File: src/rtl/core/source_text_tokenizer_macros.svh
// ----------------------------------------------------------------------------
// source_text_tokenizer_macros
// Assertion macros shared by the scanner RTL.
// ----------------------------------------------------------------------------
`ifndef SOURCE_TEXT_TOKENIZER_MACROS_SVH
`define SOURCE_TEXT_TOKENIZER_MACROS_SVH
`ifndef NO_ASSERTIONS
`define STT_ASSERT_IMPL(label, clk, rst_n, a, c, msg) \
    label: assert property (@(posedge clk) disable iff (!rst_n) (a) |-> (c)) else $error(msg);
`define STT_ASSERT_NEXT(label, clk, rst_n, a, c, msg) \
    label: assert property (@(posedge clk) disable iff (!rst_n) (a) |=> (c)) else $error(msg);
`else
`define STT_ASSERT_IMPL(label, clk, rst_n, a, c, msg)
`define STT_ASSERT_NEXT(label, clk, rst_n, a, c, msg)
`endif
`endif

File: src/rtl/core/stt_pkg.sv
// ----------------------------------------------------------------------------
// stt_pkg
// Token kinds, scanner states, widths and the slot type shared by the scanner.
// ----------------------------------------------------------------------------
package stt_pkg;

    localparam int MAX_TEXT_DEF = 64;
    localparam int POS_BITS_DEF = 16;
    localparam int KIND_W       = 5;
    localparam int LEN_OUT_W    = 7;
    localparam int POS_OUT_W    = 16;
    localparam int ST_W         = 4;

    localparam logic [ST_W-1:0] ST_START = 4'd0;
    localparam logic [ST_W-1:0] ST_INT   = 4'd1;
    localparam logic [ST_W-1:0] ST_FLOAT = 4'd2;
    localparam logic [ST_W-1:0] ST_IDENT = 4'd3;
    localparam logic [ST_W-1:0] ST_STR   = 4'd4;
    localparam logic [ST_W-1:0] ST_ADD   = 4'd5;
    localparam logic [ST_W-1:0] ST_SUB   = 4'd6;
    localparam logic [ST_W-1:0] ST_MUL   = 4'd7;
    localparam logic [ST_W-1:0] ST_DIV   = 4'd8;
    localparam logic [ST_W-1:0] ST_MOD   = 4'd9;
    localparam logic [ST_W-1:0] ST_EQ    = 4'd10;
    localparam logic [ST_W-1:0] ST_LT    = 4'd11;
    localparam logic [ST_W-1:0] ST_GT    = 4'd12;

    localparam logic [KIND_W-1:0] K_END        = 5'd0;
    localparam logic [KIND_W-1:0] K_INT        = 5'd1;
    localparam logic [KIND_W-1:0] K_FLOAT      = 5'd2;
    localparam logic [KIND_W-1:0] K_IDENT      = 5'd3;
    localparam logic [KIND_W-1:0] K_STRING     = 5'd4;
    localparam logic [KIND_W-1:0] K_ADD        = 5'd5;
    localparam logic [KIND_W-1:0] K_SUB        = 5'd7;
    localparam logic [KIND_W-1:0] K_MUL        = 5'd9;
    localparam logic [KIND_W-1:0] K_DIV        = 5'd11;
    localparam logic [KIND_W-1:0] K_MOD        = 5'd13;
    localparam logic [KIND_W-1:0] K_EQ         = 5'd15;
    localparam logic [KIND_W-1:0] K_LT         = 5'd17;
    localparam logic [KIND_W-1:0] K_GT         = 5'd19;
    localparam logic [KIND_W-1:0] K_LPAREN     = 5'd21;
    localparam logic [KIND_W-1:0] K_RPAREN     = 5'd22;
    localparam logic [KIND_W-1:0] K_LBRACK     = 5'd23;
    localparam logic [KIND_W-1:0] K_RBRACK     = 5'd24;
    localparam logic [KIND_W-1:0] K_LBRACE     = 5'd25;
    localparam logic [KIND_W-1:0] K_RBRACE     = 5'd26;
    localparam logic [KIND_W-1:0] K_SEMI       = 5'd27;
    localparam logic [KIND_W-1:0] K_COMMA      = 5'd28;
    localparam logic [KIND_W-1:0] K_BAD_CHAR   = 5'd29;
    localparam logic [KIND_W-1:0] K_BAD_STRING = 5'd30;

    // one result slot
    typedef struct packed {
        logic [KIND_W-1:0]    kind;
        logic [POS_OUT_W-1:0] start;
        logic [LEN_OUT_W-1:0] len;
        logic                 flag;
    } tok_t;

    // one classified character: up to two results
    typedef struct packed {
        logic valid0;
        tok_t tok0;
        logic valid1;
        tok_t tok1;
    } tok_pair_t;

    function automatic logic [KIND_W-1:0] op_kind(input logic [ST_W-1:0] st);
        logic [KIND_W-1:0] k;
        k = K_END;
        unique case (st)
            ST_ADD:  k = K_ADD;
            ST_SUB:  k = K_SUB;
            ST_MUL:  k = K_MUL;
            ST_DIV:  k = K_DIV;
            ST_MOD:  k = K_MOD;
            ST_EQ:   k = K_EQ;
            ST_LT:   k = K_LT;
            ST_GT:   k = K_GT;
            default: k = K_END;
        endcase
        return k;
    endfunction

    function automatic logic [KIND_W-1:0] punct_kind(input logic [7:0] c);
        logic [KIND_W-1:0] k;
        k = K_END;
        unique case (c)
            8'h28:   k = K_LPAREN;
            8'h29:   k = K_RPAREN;
            8'h5B:   k = K_LBRACK;
            8'h5D:   k = K_RBRACK;
            8'h7B:   k = K_LBRACE;
            8'h7D:   k = K_RBRACE;
            8'h3B:   k = K_SEMI;
            8'h2C:   k = K_COMMA;
            default: k = K_END;
        endcase
        return k;
    endfunction

endpackage

File: src/rtl/core/stt_front.sv
// ----------------------------------------------------------------------------
// stt_front
// Scanner state machine: classifies one character per cycle unless the queue
// is full, emits up to two finished tokens per character into the queue.
// ----------------------------------------------------------------------------
module stt_front
    import stt_pkg::*;
#(
    parameter int MAX_TEXT = MAX_TEXT_DEF,
    parameter int POS_BITS = POS_BITS_DEF
)
(
    input  logic             clk,
    input  logic             rst_n,
    input  logic             in_valid,
    output logic             in_ready,
    input  logic [7:0]       char_code,
    output logic             push,
    output tok_pair_t        push_data,
    input  logic             q_full
);

    localparam int LEN_W = $clog2(MAX_TEXT + 1);
    localparam logic [LEN_W-1:0]    LEN_MAX = LEN_W'(MAX_TEXT);
    localparam logic [POS_BITS-1:0] POS_MAX = {POS_BITS{1'b1}};

    logic [ST_W-1:0]     state_reg, state_next;
    logic [POS_BITS-1:0] pos_reg, pos_next;
    logic [POS_BITS-1:0] pstart_reg, pstart_next;
    logic [LEN_W-1:0]    plen_reg, plen_next;
    logic                povf_reg, povf_next;

    logic [7:0] c;
    logic is_dig, is_alp, is_sp, is_id;
    logic rescan;
    logic [POS_BITS-1:0] pos_a;
    logic [LEN_W-1:0] plen_a;
    logic povf_a;
    logic [KIND_W-1:0] pk;
    logic [POS_BITS-1:0] pos_inc;
    tok_t t_pend, t_new;
    logic v_pend, v_new;
    logic [KIND_W-1:0] pend_kind, new_kind;
    logic acc;
    logic two_res;
    logic tok0_str;
    logic end_at_start;

    assign in_ready = !q_full;
    assign acc = in_valid && in_ready;
    assign c = char_code;
    assign is_dig = (c >= 8'h30) && (c <= 8'h39);
    assign is_alp = ((c >= 8'h61) && (c <= 8'h7A)) || ((c >= 8'h41) && (c <= 8'h5A));
    assign is_sp  = (c == 8'h20) || ((c >= 8'd9) && (c <= 8'd13));
    assign is_id  = is_alp || is_dig || (c == 8'h5F);
    assign pk = punct_kind(c);

    function automatic logic [POS_BITS-1:0] adv(input logic [POS_BITS-1:0] p);
        return (p == POS_MAX) ? p : p + POS_BITS'(1);
    endfunction

    always_comb
    begin
        state_next  = state_reg;
        pos_a       = pos_reg;
        plen_a      = plen_reg;
        povf_a      = povf_reg;
        pstart_next = pstart_reg;
        rescan      = 1'b1;
        v_pend      = 1'b0;
        pend_kind   = K_END;
        // pending-token stage
        unique case (state_reg)
            ST_INT:
            begin
                if (is_dig || c == 8'h2E)
                begin
                    rescan = 1'b0;
                    if (c == 8'h2E)
                        state_next = ST_FLOAT;
                end
                else
                begin
                    v_pend = 1'b1;
                    pend_kind = K_INT;
                end
            end
            ST_FLOAT:
            begin
                if (is_dig)
                    rescan = 1'b0;
                else
                begin
                    v_pend = 1'b1;
                    pend_kind = K_FLOAT;
                end
            end
            ST_IDENT:
            begin
                if (is_id)
                    rescan = 1'b0;
                else
                begin
                    v_pend = 1'b1;
                    pend_kind = K_IDENT;
                end
            end
            ST_STR:
            begin
                if (c == 8'h22)
                begin
                    v_pend = 1'b1;
                    pend_kind = K_STRING;
                    rescan = 1'b0;
                    state_next = ST_START;
                end
                else if (c == 8'h00)
                begin
                    v_pend = 1'b1;
                    pend_kind = K_BAD_STRING;
                end
                else
                    rescan = 1'b0;
            end
            ST_ADD, ST_SUB, ST_MUL, ST_DIV, ST_MOD, ST_EQ, ST_LT, ST_GT:
            begin
                v_pend = 1'b1;
                if (c == 8'h3D)
                begin
                    pend_kind = op_kind(state_reg) + KIND_W'(1);
                    rescan = 1'b0;
                    state_next = ST_START;
                end
                else
                    pend_kind = op_kind(state_reg);
            end
            default: ;
        endcase
        // consumed into the pending token: add char (not for closing quote)
        if (!rescan && !(state_reg == ST_STR && c == 8'h22))
        begin
            if (plen_a < LEN_MAX)
                plen_a = plen_a + LEN_W'(1);
            else
                povf_a = 1'b1;
        end
        t_pend.kind  = pend_kind;
        t_pend.start = POS_OUT_W'(pstart_reg);
        t_pend.len   = LEN_OUT_W'(plen_a);
        t_pend.flag  = povf_a;
        if (!rescan)
            pos_a = adv(pos_reg);

        // start-state stage
        pos_inc = adv(pos_reg);
        v_new   = 1'b0;
        new_kind = K_END;
        plen_next = plen_a;
        povf_next = povf_a;
        pos_next  = pos_a;
        if (rescan)
        begin
            state_next = ST_START;
            pos_next = pos_inc;
            if (is_sp)
                ;
            else if (is_dig || c == 8'h2E || is_alp || c == 8'h5F || c == 8'h22
                     || c == 8'h2B || c == 8'h2D || c == 8'h2A || c == 8'h2F
                     || c == 8'h25 || c == 8'h3D || c == 8'h3C || c == 8'h3E)
            begin
                pstart_next = pos_reg;
                povf_next = 1'b0;
                plen_next = (c == 8'h22) ? '0 : LEN_W'(1);
                priority if (is_dig)                 state_next = ST_INT;
                else if (c == 8'h2E)                 state_next = ST_FLOAT;
                else if (is_alp || c == 8'h5F)       state_next = ST_IDENT;
                else if (c == 8'h22)                 state_next = ST_STR;
                else if (c == 8'h2B)                 state_next = ST_ADD;
                else if (c == 8'h2D)                 state_next = ST_SUB;
                else if (c == 8'h2A)                 state_next = ST_MUL;
                else if (c == 8'h2F)                 state_next = ST_DIV;
                else if (c == 8'h25)                 state_next = ST_MOD;
                else if (c == 8'h3D)                 state_next = ST_EQ;
                else if (c == 8'h3C)                 state_next = ST_LT;
                else                                 state_next = ST_GT;
            end
            else if (pk != K_END)
            begin
                v_new = 1'b1;
                new_kind = pk;
            end
            else if (c == 8'h00)
            begin
                v_new = 1'b1;
                new_kind = K_END;
                pos_next = '0;
            end
            else
            begin
                v_new = 1'b1;
                new_kind = K_BAD_CHAR;
            end
        end
        t_new.kind  = new_kind;
        t_new.start = POS_OUT_W'(pos_reg);
        t_new.len   = (new_kind == K_END) ? '0 : LEN_OUT_W'(1);
        t_new.flag  = 1'b0;
    end

    always_comb
    begin
        push = acc && (v_pend || v_new);
        push_data.valid0 = v_pend ? 1'b1 : v_new;
        push_data.tok0   = v_pend ? t_pend : t_new;
        push_data.valid1 = v_pend && v_new;
        push_data.tok1   = t_new;
    end

    always_ff @(posedge clk or negedge rst_n)
    begin
        if (!rst_n)
        begin
            state_reg  <= ST_START;
            pos_reg    <= '0;
            pstart_reg <= '0;
            plen_reg   <= '0;
            povf_reg   <= 1'b0;
        end
        else if (acc)
        begin
            state_reg  <= state_next;
            pos_reg    <= pos_next;
            pstart_reg <= pstart_next;
            plen_reg   <= plen_next;
            povf_reg   <= povf_next;
        end
    end

    assign two_res      = push && push_data.valid1;
    assign tok0_str     = (push_data.tok0.kind == K_STRING);
    assign end_at_start = acc && (c == 8'h00) && (state_reg == ST_START);

`include "source_text_tokenizer_macros.svh"
    `STT_ASSERT_IMPL(a_len_cap, clk, rst_n, 1'b1, plen_reg <= LEN_MAX, "pending length over max")
    `STT_ASSERT_IMPL(a_str_pair, clk, rst_n, two_res, !tok0_str, "string gave two results")
    `STT_ASSERT_NEXT(a_end_pos, clk, rst_n, end_at_start, pos_reg == '0, "position kept at end")

endmodule

File: src/rtl/core/stt_back.sv
// ----------------------------------------------------------------------------
// stt_back
// Two-entry token-pair queue and output sequencer, one token per ready cycle.
// ----------------------------------------------------------------------------
module stt_back
    import stt_pkg::*;
(
    input  logic                 clk,
    input  logic                 rst_n,
    input  logic                 push,
    input  tok_pair_t            push_data,
    output logic                 q_full,
    output logic                 out_valid,
    input  logic                 out_ready,
    output logic [KIND_W-1:0]    token_kind,
    output logic [POS_OUT_W-1:0] start_pos,
    output logic [LEN_OUT_W-1:0] text_length,
    output logic                 too_long,
    output logic                 last_of_item
);

    tok_pair_t  mem_reg [2];
    logic [1:0] cnt_reg, cnt_next;
    logic       rd_reg, rd_next;
    logic       wr_reg, wr_next;
    logic       half_reg, half_next;
    logic       pop;
    tok_pair_t  head;
    tok_t       cur;

    assign head = mem_reg[rd_reg];
    assign q_full = (cnt_reg == 2'd2);
    assign out_valid = (cnt_reg != 2'd0);
    assign cur = half_reg ? head.tok1 : head.tok0;
    assign token_kind   = cur.kind;
    assign start_pos    = cur.start;
    assign text_length  = cur.len;
    assign too_long     = cur.flag;
    assign last_of_item = half_reg || !head.valid1;
    assign pop = out_valid && out_ready && last_of_item;

    always_comb
    begin
        cnt_next  = cnt_reg + {1'b0, push} - {1'b0, pop};
        rd_next   = pop ? !rd_reg : rd_reg;
        wr_next   = push ? !wr_reg : wr_reg;
        half_next = half_reg;
        if (out_valid && out_ready)
            half_next = !last_of_item;
    end

    always_ff @(posedge clk)
    begin
        if (push)
            mem_reg[wr_reg] <= push_data;
    end

    always_ff @(posedge clk or negedge rst_n)
    begin
        if (!rst_n)
        begin
            cnt_reg  <= '0;
            rd_reg   <= 1'b0;
            wr_reg   <= 1'b0;
            half_reg <= 1'b0;
        end
        else
        begin
            cnt_reg  <= cnt_next;
            rd_reg   <= rd_next;
            wr_reg   <= wr_next;
            half_reg <= half_next;
        end
    end

`include "source_text_tokenizer_macros.svh"
    `STT_ASSERT_IMPL(a_no_overflow, clk, rst_n, push, !q_full || pop, "push into full queue")
    `STT_ASSERT_IMPL(a_cnt_range, clk, rst_n, 1'b1, cnt_reg != 2'd3, "queue count out of range")
    `STT_ASSERT_IMPL(a_half_ok, clk, rst_n, half_reg, out_valid, "second half with empty queue")

endmodule

File: src/rtl/core/source_text_tokenizer.sv
// ----------------------------------------------------------------------------
// source_text_tokenizer
// Streaming lexical scanner: one character in, tokens with kind/start/length out.
// ----------------------------------------------------------------------------
// channel | handshake           | payload
// in      | in_valid/in_ready   | char_code
// out     | out_valid/out_ready | token_kind start_pos text_length too_long last_of_item
// One character accepted per cycle while the queue is not full; the state machine
// updates in that cycle. Tokens are registered in the queue before they reach the
// output; a character giving two tokens is delivered as two transfers. A two-entry
// queue decouples the sides: input stalls only when it holds two undelivered characters.
// Reset clears scanner state, position and queue.
module source_text_tokenizer
    import stt_pkg::*;
#(
    parameter int MAX_TEXT = MAX_TEXT_DEF,
    parameter int POS_BITS = POS_BITS_DEF
)
(
    input  logic                 clk,
    input  logic                 rst_n,
    input  logic                 in_valid,
    output logic                 in_ready,
    input  logic [7:0]           char_code,
    output logic                 out_valid,
    input  logic                 out_ready,
    output logic [KIND_W-1:0]    token_kind,
    output logic [POS_OUT_W-1:0] start_pos,
    output logic [LEN_OUT_W-1:0] text_length,
    output logic                 too_long,
    output logic                 last_of_item
);

    logic      push;
    tok_pair_t push_data;
    logic      q_full;

    stt_front #(.MAX_TEXT(MAX_TEXT), .POS_BITS(POS_BITS)) u_front
    (
        .clk(clk), .rst_n(rst_n), .in_valid(in_valid), .in_ready(in_ready),
        .char_code(char_code), .push(push), .push_data(push_data), .q_full(q_full)
    );

    stt_back u_back
    (
        .clk(clk), .rst_n(rst_n), .push(push), .push_data(push_data), .q_full(q_full),
        .out_valid(out_valid), .out_ready(out_ready), .token_kind(token_kind),
        .start_pos(start_pos), .text_length(text_length), .too_long(too_long),
        .last_of_item(last_of_item)
    );

endmodule
File: config.mk
export PLATFORM = sky130hd
export DESIGN_NAME = source_text_tokenizer
export DESIGN_NICKNAME = d
export VERILOG_FILES = /design/src/rtl/core/stt_pkg.sv /design/src/rtl/core/stt_front.sv /design/src/rtl/core/stt_back.sv /design/src/rtl/core/source_text_tokenizer.sv
export VERILOG_INCLUDE_DIRS = /design/src /design/src/rtl/core
export SDC_FILE = /design/constraint.sdc
export NUM_CORES = 1
export LEC_CHECK = 0
export BUFFER_PORTS_ARGS = -buffer_cell sky130_fd_sc_hd__buf_4
export CAP_MARGIN = 20
export CORE_MARGIN = 5
export CORE_UTILIZATION = 40
export DETAILED_ROUTE_END_ITERATION = 12
export PLACE_DENSITY = 0.61
export SLEW_MARGIN = 20
export SYNTH_ARGS = -nofsm -noshare
export SYNTH_HDL_FRONTEND = slang
export SYNTH_SLANG_ARGS = --single-unit
export TNS_END_PERCENT = 100
File: constraint.sdc
create_clock -name clk -period 6.1 [get_ports clk]
set_clock_uncertainty 0.1 [all_clocks]
set_input_delay 0.61 -clock clk [delete_from_list [all_inputs] [get_ports clk]]
set_output_delay 0.61 -clock clk [all_outputs]
set_load 0.01 [all_outputs]
==> impl_metrics.json <==
{
  "cts_tree": "built",
  "grt_util_all_layers": 0.158,
  "timing.final.crit_share": 0.681,
  "leading_cell_types_in_the_layout_fill_and_taps_excluded": "sky130_fd_sc_hd__edfxtp_1 (104), sky130_fd_sc_hd__dfrtp_1 (48), sky130_fd_sc_hd__buf_4 (47), sky130_fd_sc_hd__nor2_1 (46), sky130_fd_sc_hd__nand2_1 (40)",
  "placed_cell_count": 840,
  "cts_buffers": 17,
  "final-max-slew-violation-count": 0,
  "die_x_um": 148,
  "clock_tree.root_cell": "sky130_fd_sc_hd__clkbuf_16",
  "largest_register_ffs": 104,
  "floorplan.initialDensity": 0.406,
  "power_density_nw_per_um2": 531,
  "worst_setup_path_start_kind": "register",
  "totalNegativeSetupSlack_ns": 0,
  "design.core.area_um2": 18600,
  "status": "complete, no violations",
  "flow.area_growth_from_synthesis_pct": 14.3,
  "power.ir.vdd_worst_mv": 0.295,
  "grt_max_degree": 50,
  "post_cts_setup_buffers": 0,
  "setup_violations": 0,
  "placed_wire_length_estimate_after_detailed_placement_mm": 11.1,
  "pre_cts_ws_ns": 1.80,
  "power_uw": 4600,
  "synthesis.yosys.warnings": 0,
  "cts_max_path_buffers": 2,
  "timing.critical_path.arrival_ns": 4.39,
  "finalHoldViolations": 0,
  "post_synth.cell_area_avg_um2": 12.8,
  "clock_sink_count": 153,
  "design.final.nets": 646,
  "final_cell_count_no_fill": 872,
  "mostFrequentLayoutCell": "sky130_fd_sc_hd__edfxtp_1",
  "synthesized_nets": 614,
  "grt_pass1_vias": 5168,
  "post_cts_hold_buffer_count": 0,
  "overflow": 0,
  "p_leak_uw": 0.00325,
  "grt_setup_unrepaired": "false",
  "worstReg2RegStart": "u_front.state_reg[1]",
  "num_vias": 4990,
  "timing.setup.critical_path_class": "register to register",
  "fraction_of_the_yosys_area_taken_by_sequential_cells": 0.575,
  "worst_setup_slack_final_ns": 1.94,
  "antenna_violating_nets_post_route": 0,
  "synth.ff_latch_count": 153,
  "finish.instance_area_um2": 8650,
  "post_drt_wl_per_cell_um": 18.9,
  "detail_route_met2_wl_mm": 8.57,
  "floorplan.die_area_um2": 21800,
  "number_of_buffers_inserted_by_port_buffering": 43,
  "drt_first_pass_iters": 6,
  "routed_wl_mm": 16.5,
  "clkTransAtPathRegs_ns": 0.06,
  "maxCapViolCount": 0,
  "achievable_freq_mhz": 241,
  "transition_time_at_the_pin_with_the_least_slew_margin_ns": 1.08,
  "antennaDiodeCount": 0,
  "cp.required_ns": 6.34,
  "layout-drive-gt1-share": 0.234,
  "min-delay-path-class": "input port to asynchronous set/reset pin",
  "row_count": 50,
  "worst_setup_path_end_kind": "register",
  "ys_dominant_reg_cell": "sky130_fd_sc_hd__edfxtp_1",
  "h_tree_lvl_count": 4,
  "slew_headroom": 0.279,
  "post_cts_resized": 0,
  "syn-cell-area_um2": 7570,
  "netlist_instances": 593,
  "drc_errors": 0,
  "ioPinCount": 44,
  "drtIter0Drc": 425,
  "synth_enable_flop_cells": 104,
  "detailed_place.area_um2": 8070,
  "routabilityCongestion": 0.849,
  "viasPerCell": 5.72,
  "chipHeight_um": 148,
  "critical_path_launch_point": "u_front.state_reg[1]",
  "synth_cell_type_count": 70,
  "antenna_found_initial": 0,
  "worstPathMaxFanout": 10,
  "synth_async_sr_flop_share": 0.320,
  "grt_pass1_wl_mm": 27.3,
  "route.layer.met1.wl_mm": 6.75,
  "topRoutingLayerUsed": "met4",
  "timing.final.crit_period_ns": 4.16,
  "clk-insertion-delay-late_ns": 0.42,
  "met3_length_um": 651
}
-- stage by stage --
step	hold WS, ns	utilization
2_1_floorplan	0.214	-
3_3_place_gp	0.380	0.433
3_5_place_dp	0.390	0.433
4_1_cts	0.139	0.464
5_1_grt	0.172	0.464
6_report	0.120	0.464
-- cells by family (layout without fill, tap and decap cells) --
family	count (synthesis)	count (layout)	share of synthesized area
flops	153	153	0.575
buf+inv	48	93	0.0276
fa+ha+maj	9	9	0.0149
compound gates	112	112	0.0997
simple gates	192	192	0.135
xor+xnor	13	13	0.0150
mux	66	66	0.133
-- where the power goes --
part	internal, µW	leakage [µW]	total (µW)	switching (µW)
sequential	1590	0.00160	1810	221
clock	581	0.000274	1020	434
combinational	781	0.00137	1770	987
-- path summary, 6_finish.rpt --
| check | endpoint | slack (ns) | cells after the start |
|---|---|---|---|
| worst max register to register | u_back.cnt_reg[1] | 1.94 | 13 |
| min in group clk | u_front.pstart_reg[3] | 0.40 | 1 |
| max in group asynchronous | u_back.rd_reg | 5.25 | 1 |
| worst min register to register | u_front.pstart_reg[3] | 0.40 | 1 |
| worst min-delay path | u_front.state_reg[0] | 0.12 | 1 |
| worst max-delay path | u_back.cnt_reg[1] | 1.94 | 13 |
-- worst max-delay path, stage by stage (launching register included) --
cell,delay (ns)
sky130_fd_sc_hd__dfrtp_1,0.43
sky130_fd_sc_hd__inv_1,0.10
sky130_fd_sc_hd__ha_1,0.39
sky130_fd_sc_hd__o21ai_0,0.26
sky130_fd_sc_hd__a2111oi_0,0.74
sky130_fd_sc_hd__a22o_1,0.29
sky130_fd_sc_hd__nand4_1,0.32
sky130_fd_sc_hd__a21oi_1,0.53
sky130_fd_sc_hd__nand2b_1,0.20
sky130_fd_sc_hd__ha_1,0.24
sky130_fd_sc_hd__inv_1,0.06
sky130_fd_sc_hd__ha_1,0.15
sky130_fd_sc_hd__xnor2_1,0.13
sky130_fd_sc_hd__xnor2_1,0.14
-- layer usage --
layer | track usage | vias to the layer above
li1 | - | 2349
met1 | 0.192 | 2488
met2 | 0.271 | 118
met3 | 0.0346 | 35
met4 | 0.0676 | 0
met5 | 0 | -
-- cell type report --
type / instances / area, µm²
flip-flops and latches: 153 / 4350
fillers: 1661 / 9990
clock inverters: 14 / 136
multi-input cells: 392 / 3020
well taps: 234 / 293
clock buffers: 18 / 439
repair buffers: 47 / 353
inverters: 14 / 52.6
-- synth_stat cells, types with 5 or more instances --
cell                       number  share of area
sky130_fd_sc_hd__nand2_1       40          0.020
sky130_fd_sc_hd__and2_1         7         0.0058
sky130_fd_sc_hd__mux2_4         9          0.018
sky130_fd_sc_hd__nand3_1       19          0.013
sky130_fd_sc_hd__o21ai_0       29          0.019
sky130_fd_sc_hd__edfxtp_1     104           0.41
sky130_fd_sc_hd__nor4_1         5         0.0041
sky130_fd_sc_hd__clkbuf_1      24          0.012
sky130_fd_sc_hd__ha_1           9          0.015
sky130_fd_sc_hd__mux4_2        22          0.065
sky130_fd_sc_hd__nand2b_1       8         0.0066
sky130_fd_sc_hd__xnor2_1        8         0.0093
sky130_fd_sc_hd__nand4_1        9         0.0074
sky130_fd_sc_hd__o211ai_1       6         0.0060
sky130_fd_sc_hd__or4_1          6         0.0060
sky130_fd_sc_hd__mux2i_1       13          0.017
sky130_fd_sc_hd__a31oi_1        7         0.0058
sky130_fd_sc_hd__inv_1         14         0.0069
sky130_fd_sc_hd__mux2_2        21          0.031
sky130_fd_sc_hd__or3_1         12         0.0099
sky130_fd_sc_hd__nor3b_1        5         0.0050
sky130_fd_sc_hd__nor2_1        48          0.024
sky130_fd_sc_hd__dfrtp_1       49           0.16
sky130_fd_sc_hd__xor2_1         5         0.0058
sky130_fd_sc_hd__nor3_1         6         0.0040
sky130_fd_sc_hd__a21oi_1       27          0.018
sky130_fd_sc_hd__buf_2          5         0.0033
(Power assumes the default switching activity.)
